<file path="src/hdl/imhq_cmp.sv">
// Shared strict signed key compare used by every sift step.
// Depends on nothing.
`timescale 1ns / 1ps
`default_nettype none
module imhq_cmp (
  input  wire logic signed [31:0] a,
  input  wire logic signed [31:0] b,
  output logic                    greater
);
  assign greater = a > b;
endmodule
`default_nettype wire

</file>
<file path="config.mk">
export PLATFORM = sky130hd
export DESIGN_NAME = imhq_cmp
export DESIGN_NICKNAME = d
export VERILOG_FILES = /design/src/hdl/imhq_cmp.sv
export SDC_FILE = /design/constraint.sdc
export NUM_CORES = 1
export LEC_CHECK = 0
export BUFFER_PORTS_ARGS = -buffer_cell sky130_fd_sc_hd__buf_2
export CORE_ASPECT_RATIO = 1.4
export CORE_UTILIZATION = 25
export DETAILED_ROUTE_END_ITERATION = 7
export PLACE_DENSITY = 0.57
export REMOVE_ABC_BUFFERS = 1
export SYNTH_ARGS = -nofsm -noshare
export SYNTH_HDL_FRONTEND = slang
export SYNTH_SLANG_ARGS = --single-unit
</file>
<file path="constraint.sdc">
create_clock -name vclk -period 2.45
set_input_delay 0.3675 -clock vclk [all_inputs]
set_output_delay 0.3675 -clock vclk [all_outputs]
set_load 0.02 [all_outputs]
</file>
# After elaboration in Yosys (flattened, before gate mapping)

Cells that the tools add are included.

Flip-flop bits (word level): 0
Logic and storage cells: 1

Order comparisons: 1

Operator list:

| kind         | count |
|---|---|
| $gt 32x32->1 | 1 |

# Logic depth before layout (Yosys ltp)

Gate-level depths: netlist of the first run.

Word-level depth: 1
Gate-level depth with buffers: 8

# Worst setup path before layout of the first run

No wires, ideal clock.

Kind: input to output
Start: input b[14]
End: output greater
Arrival: 1992 ps
Setup slack: 91 ps
Stages: 8
Cell sequence: inv_1 -> ha_1 -> nand4_1 -> nor4_1 -> a21boi_1 -> o31ai_1 -> o2111ai_1 -> mux2i_1

Word-level cells in the longest chain between the ends: 1

RTL lines:

| what            | RTL line | RTL |
|---|---|---|
| start, declared | 7        | `input wire logic signed [31:0] b,` |
| $gt 32x32->1    | 10       | `assign greater = a > b;` |
| end, declared   | 8        | `output logic greater` |

No other way between the ends.

# Worst setup path in the final report of the first run

Start: input b[27]
End: output greater

Same word-level chain as after synthesis.

==> metrics.md, run 1 <==
| Metric | Value |
|---|---|
| Status | `complete, no violations` |
| Fin crit period | `2.359 ns` |
| Int Power | `115.7 µW` |
| Distinct cells, synth | `19` |
| Die Area | `3452 µm²` |
| Design area | `1399 µm²` |
| Non-filler instance count after layout | `224` |
| Worst min-delay path category | `in2out` |
| Initial antenna violation count | `0` |
| Die W | `49.95 µm` |
| Crit path buf inv count | `3` |
| Placed cells | `220` |
| Max stage delay on crit path | `0.37 ns` |
| Hold Vio Cnt, Final | `0` |
| DRC Markers | `0` |
| Final HPWL DP | `1832 µm` |
| Sw frac | `0.4531` |
| NumNets Final | `283` |
| Cell Area, Synth | `804.5 µm²` |
| CP endpoint kind | `primary output` |
| Type of the worst setup path | `in2out` |
| Die Y | `69.12 µm` |
| WL/cell | `9.563 µm` |
| GR Util All Layers | `0.1089` |
| Logic gate share of total power | `1.000` |
| Syn Area/Cell | `7.120 µm²` |
| Routability cong. | `0.6769` |
| PortBufs | `65` |
| Initial Utilization | `0.2601` |
| Setup WS post-layout | `0.09103 ns` |
| Rel. slew slack | `0.8165` |
| Met3 GRT Util | `0.006623` |
| Clock share of power | `0` |
| FMAX | `423.9 MHz` |
| Static leakage | `0.0008151 µW` |
| Met1 Use GR | `0.1177` |
| DRT antenna net count | `0` |
| Antenna cell count | `0` |
| Final Max Slew Viols | `0` |
| Fraction of layout cells with a size suffix above 1 | `0.5135` |
| Final core utilization | `0.4523` |
| Post-place setup slack | `-0.1174 ns` |
| Met2 usage | `0.2297` |
| Post-DP Area | `1201 µm²` |
| Vias | `996` |
| Period utilization | `0.9628` |
| Crit path required time | `2.08 ns` |
| Top Ports | `65` |
| Most frequent cells in the layout | `62 x buf_2, 26 x inv_1, 23 x ha_1` |
| Hold buffers post-CTS | `0` |
| Worst EP arrival | `1.99 ns` |
| Max FO, Critical Path | `3` |
| Register area | `0 µm²` |
| Starting DRT DRC Count | `5` |
| Sequential fraction of the synthesis area | `0` |
| Seq cells | `0` |
| Number of warnings issued by yosys | `0` |
| Vias in the first global route | `896` |
| Max-Cap Viols | `0` |
| Largest net degree at the start of global routing | `5` |
| Hold WS | `1.240 ns` |
| Num rows | `24` |
| Family with the most delay on the worst path | `simple AND/OR/NAND/NOR gates` |
| Core area | `3093 µm²` |
| Worst VDD drop | `72.67 µV` |
| Synth Instances | `113` |
| Most common cell after layout, fill and taps aside | `buf_2` |
| Setup violators final | `0` |
| Seq pwr share | `0` |
| First-pass GRT wire length | `3174 µm` |
| Total net switching power | `95.84 µW` |
| Power Dens Cells | `151.2 nW/µm²` |
| Gr busiest metal | `met2` |
| Drt first pass iters | `4` |
| Crit path cell chain | `buf_2 -> inv_1 -> ha_1 -> nand4_1 -> nor4_4 -> o31ai_2 -> o2111ai_1 -> mux2i_1 -> buf_4` |
| Critical-path top delay cell | `nor4_4` |
| Final WL | `2142 µm` |
| Worst-Margin Slew | `0.2731 ns` |
| GRT overflow | `0` |
| DR vias/cell | `4.446` |
| CLK BUF | `0` |
| Startpoint types | `input port` |
| Area grow syn2layout | `73.87%` |
routing by layer:
metal,share of wire,up-vias,wire [µm]
li1,-,540,-
met2,0.53,45,1130
met4,0.0065,0,14
met5,0,-,0
met1,0.40,409,854
met3,0.067,2,143
cells by family (layout without fill, tap and decap cells):
logic type      count (synthesis)  after routing  share of synthesized area
simple gates                   22             22                     0.1384
fa+ha+maj                      32             32                     0.4977
buf+inv                        32            104                     0.1493
compound gates                 26             26                     0.2022
mux                             1              1                    0.01244
tightest hold or removal path, cell delays in order:
cell	delay, ns
buf_2	0.08
ha_1	0.17
mux2i_1	0.09
buf_4	0.16
synth_stat cells (2+ instances only):
cell type | n | share of area
ha_1 | 32 | 0.50
inv_1 | 32 | 0.15
a21oi_1 | 11 | 0.068
nand4_1 | 7 | 0.054
nand2_1 | 6 | 0.028
a21o_1 | 4 | 0.037
o21ai_0 | 4 | 0.025
nand3_1 | 3 | 0.019
nor2_1 | 3 | 0.014
nor4_1 | 2 | 0.016
power by group through the flow:
stage / Clock [µW] / Combinational, µW / Sequential, µW
detailed placement: 0 / 174 / 0
global route: 0 / 243 / 0
CTS: 0 / 181 / 0
floorplan: 0 / 96.4 / 0
global placement: 0 / 174 / 0
finish: 0 / 212 / 0
timing repair:
item                                    4_1_cts  5_1_grt
gates resized for setup                       5       22
buffers inserted                              0        4
pin swaps                                     4       15
endpoints found under the setup margin        1        1
final timing paths:
check	to	depth (start not counted)	slack [ns]	start
max	greater	9	0.09	b[27]
min	greater	4	1.24	a[31]
per-stage QoR:
step	power (µW)	TNS [ns]
floorplan	96.35	0
global placement	173.6	-0.01527
CTS	181.3	0
global route	242.7	-0.01282
finish	211.5	0
detailed placement	174.0	-0.1174
cell type report:
type	instances	area (µm²)
fillers	331	1694
well taps	39	48.80
inverters	32	120.1
repair buffers	72	392.9
multi-input cells	81	837.1
Note: power is estimated with default switching activity, not from simulation.
==> inputs of run 2 (changes only) <==
- CORE_MARGIN: unset -> 3
==> run 2 against run 1 <==
  * Routed wire length rose by 8.6%
  * Largest power group unchanged
  * Hold slack improved by 0.011 ns
  * Fmax fell by 1.8%
  * Total power fell by 2.8%
  * Cell count fell by 2.2%
  * Sequential cell count did not move
  * Critical path type unchanged
  * Non-clock buffer count fell by 3
  * First-iteration DRC count rose by 140%
  * Cell area fell by 3.4%
  * Core utilization rose by 0.36 points
  * Via count rose by 2.2%
==> metrics.md, run 2 (synthesized netlist as in run 1, its figures left out) <==
| Metric | Value |
|---|---|
| Setup violators final | `0` |
| Worst-Margin Slew | `0.3048 ns` |
| Sw frac | `0.4643` |
| Die W | `53.95 µm` |
| Starting DRT DRC Count | `12` |
| Fin crit period | `2.401 ns` |
| PortBufs | `65` |
| Initial antenna violation count | `0` |
| Worst EP arrival | `2.03 ns` |
| Static leakage | `0.0008027 µW` |
| Seq cells | `0` |
| Type of the worst setup path | `in2out` |
| Final Max Slew Viols | `0` |
| Hold WS | `1.251 ns` |
| Die Area | `3944 µm²` |
| Seq pwr share | `0` |
| Hold buffers post-CTS | `0` |
| Met3 GRT Util | `0.01022` |
| Met2 usage | `0.2345` |
| Top Ports | `65` |
| Worst min-delay path category | `in2out` |
| Core area | `2964 µm²` |
| Vias in the first global route | `996` |
| FMAX | `416.5 MHz` |
| GRT overflow | `0` |
| Initial Utilization | `0.2714` |
| Logic gate share of total power | `1.000` |
| First-pass GRT wire length | `3387 µm` |
| Worst Hold Depth | `4` |
| Met1 Use GR | `0.09681` |
| Final core utilization | `0.4559` |
| Fraction of layout cells with a size suffix above 1 | `0.4945` |
| Final WL | `2326 µm` |
| DRC Markers | `0` |
| Clock share of power | `0` |
| Power Dens Cells | `152.1 nW/µm²` |
| Routability cong. | `0.6272` |
| RSZ-0062 raised after global routing | `true` |
| Hold Vio Cnt, Final | `0` |
| Register area | `0 µm²` |
| DR vias/cell | `4.648` |
| Crit path required time | `2.08 ns` |
| Final HPWL DP | `2083 µm` |
| Layout fillers | `307` |
| Most common cell after layout, fill and taps aside | `buf_2` |
| Total net switching power | `95.41 µW` |
| Antenna cell count | `0` |
| Most frequent cells in the layout | `63 x buf_2, 27 x inv_1, 25 x ha_1` |
| CP endpoint kind | `primary output` |
| Num rows | `23` |
| Vias | `1,018` |
| Rel. slew slack | `0.7956` |
| Status | `complete, no violations` |
| Multi-input gate area | `818.3 µm²` |
| Die Y | `73.12 µm` |
| Area grow syn2layout | `67.96%` |
| Period utilization | `0.9801` |
| DRT antenna net count | `0` |
| Gr busiest metal | `met2` |
| GR Util All Layers | `0.1047` |
| NumNets Final | `280` |
| Largest net degree at the start of global routing | `5` |
| Drt first pass iters | `4` |
| Startpoint types | `input port` |
| WL/cell | `10.62 µm` |
| Max-Cap Viols | `0` |
| Worst VDD drop | `65.33 µV` |
| Max FO, Critical Path | `3` |
| Int Power | `110.1 µW` |
| CLK BUF | `0` |
## run 2: area by class of cell
type | instances | area share
tap | 37 | 0.03426
timing repair buffer | 69 | 0.2694
inverter | 32 | 0.09074
multi-input combinational | 81 | 0.6056
## run 2: metal layers
metal / part of all wire / wire [µm]
met1: 0.34 / 795
met2: 0.57 / 1316
met3: 0.092 / 214
met4: 0 / 0
met5: 0 / 0
## run 2: power groups by stage
| stage | sequential (µW) | combinational (µW) | clock (µW) |
|---|---|---|---|
| 6_report | 0 | 206 | 0 |
| 5_1_grt | 0 | 236 | 0 |
| 4_1_cts | 0 | 180 | 0 |
| 3_5_place_dp | 0 | 175 | 0 |
| 3_3_place_gp | 0 | 169 | 0 |
| 2_1_floorplan | 0 | 96.4 | 0 |
## run 2: per-stage QoR
stage | area (µm²) | worst slack [ns] | std cells | total power (µW) | TNS [ns]
finish | 1351 | 0.04884 | 219 | 205.5 | 0
global route | 1351 | -0.08737 | 219 | 235.5 | -0.08737
CTS | 1222 | 0.01124 | 218 | 180.5 | 0
detailed placement | 1191 | -0.1581 | 217 | 175.2 | -0.1581
global placement | 1191 | -0.01452 | 217 | 168.8 | -0.01452
floorplan | 804.5 | 0.09097 | 113 | 96.35 | 0
## run 2: final timing paths
check             slack [ns]      end  startpoint
setup / recovery        0.05  greater       b[15]
hold / removal          1.25  greater       a[31]
## run 2: repair_timing
item                                    in CTS  in global routing
pin swaps                                    4                 10
gates cloned                                 0                  0
gates resized for setup                      5                 20
buffers inserted                             1                  1
endpoints found under the setup margin       1                  1
## run 2: critical path, stage by stage
cell and delay [ns]:
buf_2 0.07, inv_1 0.06, ha_4 0.27, nand4_1 0.13
buf_4 0.16, nor4_2 0.17, a21boi_2 0.22, o31ai_2 0.07
o2111ai_2 0.10, mux2i_1 0.23, buf_4 0.17
==> inputs of run 3 (changes only) <==
- PLACE_DENSITY: 0.57 -> 0.61
==> run 3 against run 2 <==
  * Non-clock buffer count shrank 1
  * Setup slack improved by 0.052 ns
  * Sequential share of layout area is the same
  * Die area stayed put
  * Core utilization grew 0.084 points
  * Largest cell class unchanged
==> metrics.md, run 3 (synthesized netlist as in run 1, its figures left out) <==
| Metric | Value |
|---|---|
| Core area | `2964 µm²` |
| WL/cell | `10.17 µm` |
| Final core utilization | `0.4567` |
| CLK BUF | `0` |
| Sw frac | `0.4607` |
| Rel. slew slack | `0.7886` |
| DRC Markers | `0` |
| Largest net degree at the start of global routing | `5` |
| Starting DRT DRC Count | `2` |
| Die Y | `73.12 µm` |
| Most frequent cells in the layout | `64 x buf_2, 26 x inv_1, 22 x ha_1` |
| Fin crit period | `2.349 ns` |
| Final TNS setup | `0 ns` |
| Fraction of layout cells with a size suffix above 1 | `0.5028` |
| Initial antenna violation count | `0` |
| Max stage delay on crit path | `0.39 ns` |
| Static leakage | `0.0007791 µW` |
| PortBufs | `65` |
| Worst-Margin Slew | `0.3144 ns` |
| Hold Vio Cnt, Final | `0` |
| Drt first pass iters | `2` |
| Period utilization | `0.9588` |
| Final HPWL DP | `1966 µm` |
| Power Dens Cells | `148.7 nW/µm²` |
| NumNets Final | `279` |
| Initial Utilization | `0.2714` |
| Max FO, Critical Path | `4` |
| Antenna cell count | `0` |
| Startpoint types | `input port` |
| Setup violators final | `0` |
| Die Area | `3944 µm²` |
| Total net switching power | `92.74 µW` |
| Final WL | `2218 µm` |
| Worst EP arrival | `1.98 ns` |
| Layout fillers | `311` |
| Logic gate share of total power | `1.000` |
| Clock share of power | `0` |
| Int Power | `108.5 µW` |
| Num rows | `23` |
| Hold buffers post-CTS | `0` |
| DR vias/cell | `4.550` |
| Final Max Slew Viols | `0` |
| Status | `complete, no violations` |
| Critical-path top delay cell | `nor4_2` |
| Seq cells | `0` |
| CP startpoint | `b[31]` |
| Die W | `53.95 µm` |
| Area grow syn2layout | `68.27%` |
| Worst Hold Depth | `4` |
| GRT overflow | `0` |
| Vias | `992` |
| DRT antenna net count | `0` |
| GR Util All Layers | `0.1055` |
| Routability cong. | `0.7097` |
| First-pass GRT wire length | `3394 µm` |
| Most common cell after layout, fill and taps aside | `buf_2` |
| Register area | `0 µm²` |
| Worst VDD drop | `60.67 µV` |
| Worst min-delay path category | `in2out` |
| FMAX | `425.7 MHz` |
| CP endpoint kind | `primary output` |
| CP Capture Point | `greater` |
| Top Ports | `65` |
| Max-Cap Viols | `0` |
| Crit path cell chain | `buf_2 -> inv_1 -> ha_1 -> nand4_1 -> nor4_2 -> o31ai_2 -> o2111ai_1 -> mux2i_1 -> buf_4` |
| Type of the worst setup path | `in2out` |
| Seq pwr share | `0` |
| Crit path required time | `2.08 ns` |
| Vias in the first global route | `908` |
==> run 3: cell count changes in the layout (fill, tap and decap cells not counted), sizes merged <==
cell  delta
buf      -1
==> run 3: how the worst min path moves through the flow <==
stage | from | end | slack [ns]
floorplan | a[31] | greater | 1.05
global placement | a[31] | greater | 1.23
detailed placement | a[31] | greater | 1.23
CTS | a[31] | greater | 1.23
global route | a[31] | greater | 1.25
finish | a[31] | greater | 1.23
==> run 3: what timing repair did <==
action                     4_1_cts  5_1_grt
setup endpoints to repair        1        1
setup buffers                    0        1
gates resized for setup          2       22
pin swaps                        2        8
==> run 3: final cells by class <==
type / count / area, µm² / area share
well taps: 37 / 46.29 / 0.03420
inverters: 32 / 120.1 / 0.08872
multi-input cells: 81 / 837.1 / 0.6183
repair buffers: 68 / 350.3 / 0.2588
==> run 3: power groups by stage <==
stage	clock network [µW]	registers [µW]	logic, µW
after global placement	0	0	173
after floorplan	0	0	96.4
final	0	0	201
after detailed placement	0	0	174
after CTS	0	0	177
after global routing	0	0	236
==> run 3: per-stage QoR <==
step           worst slack [ns]  hold WS (ns)  cell area [µm²]  power [µW]  cells
2_1_floorplan           0.09097         1.050            804.5       96.35    113
3_3_place_gp          -0.003696         1.226             1191       173.0    217
3_5_place_dp           -0.06317         1.225             1191       173.5    217
4_1_cts                0.003199         1.228             1200       177.5    217
5_1_grt                -0.02648         1.248             1354       235.7    218
6_report                 0.1009         1.231             1354       201.3    218
==> run 3: metal layers <==
metal,global-route usage,part of all wire,up-vias
met5,0,0,-
met4,0,0,0
met3,0.004090,0.11,0
met2,0.2049,0.50,44
met1,0.1299,0.38,416
li1,-,-,532
==> run 3: worst max-delay path: cells and delay by family <==
family | cells | cell delay, ns
and+or+nand+nor | 2 | 0.56
buffers and inverters | 3 | 0.28
adders and majority gates | 1 | 0.31
AOI/OAI and AO/OA | 2 | 0.25
muxes | 1 | 0.21
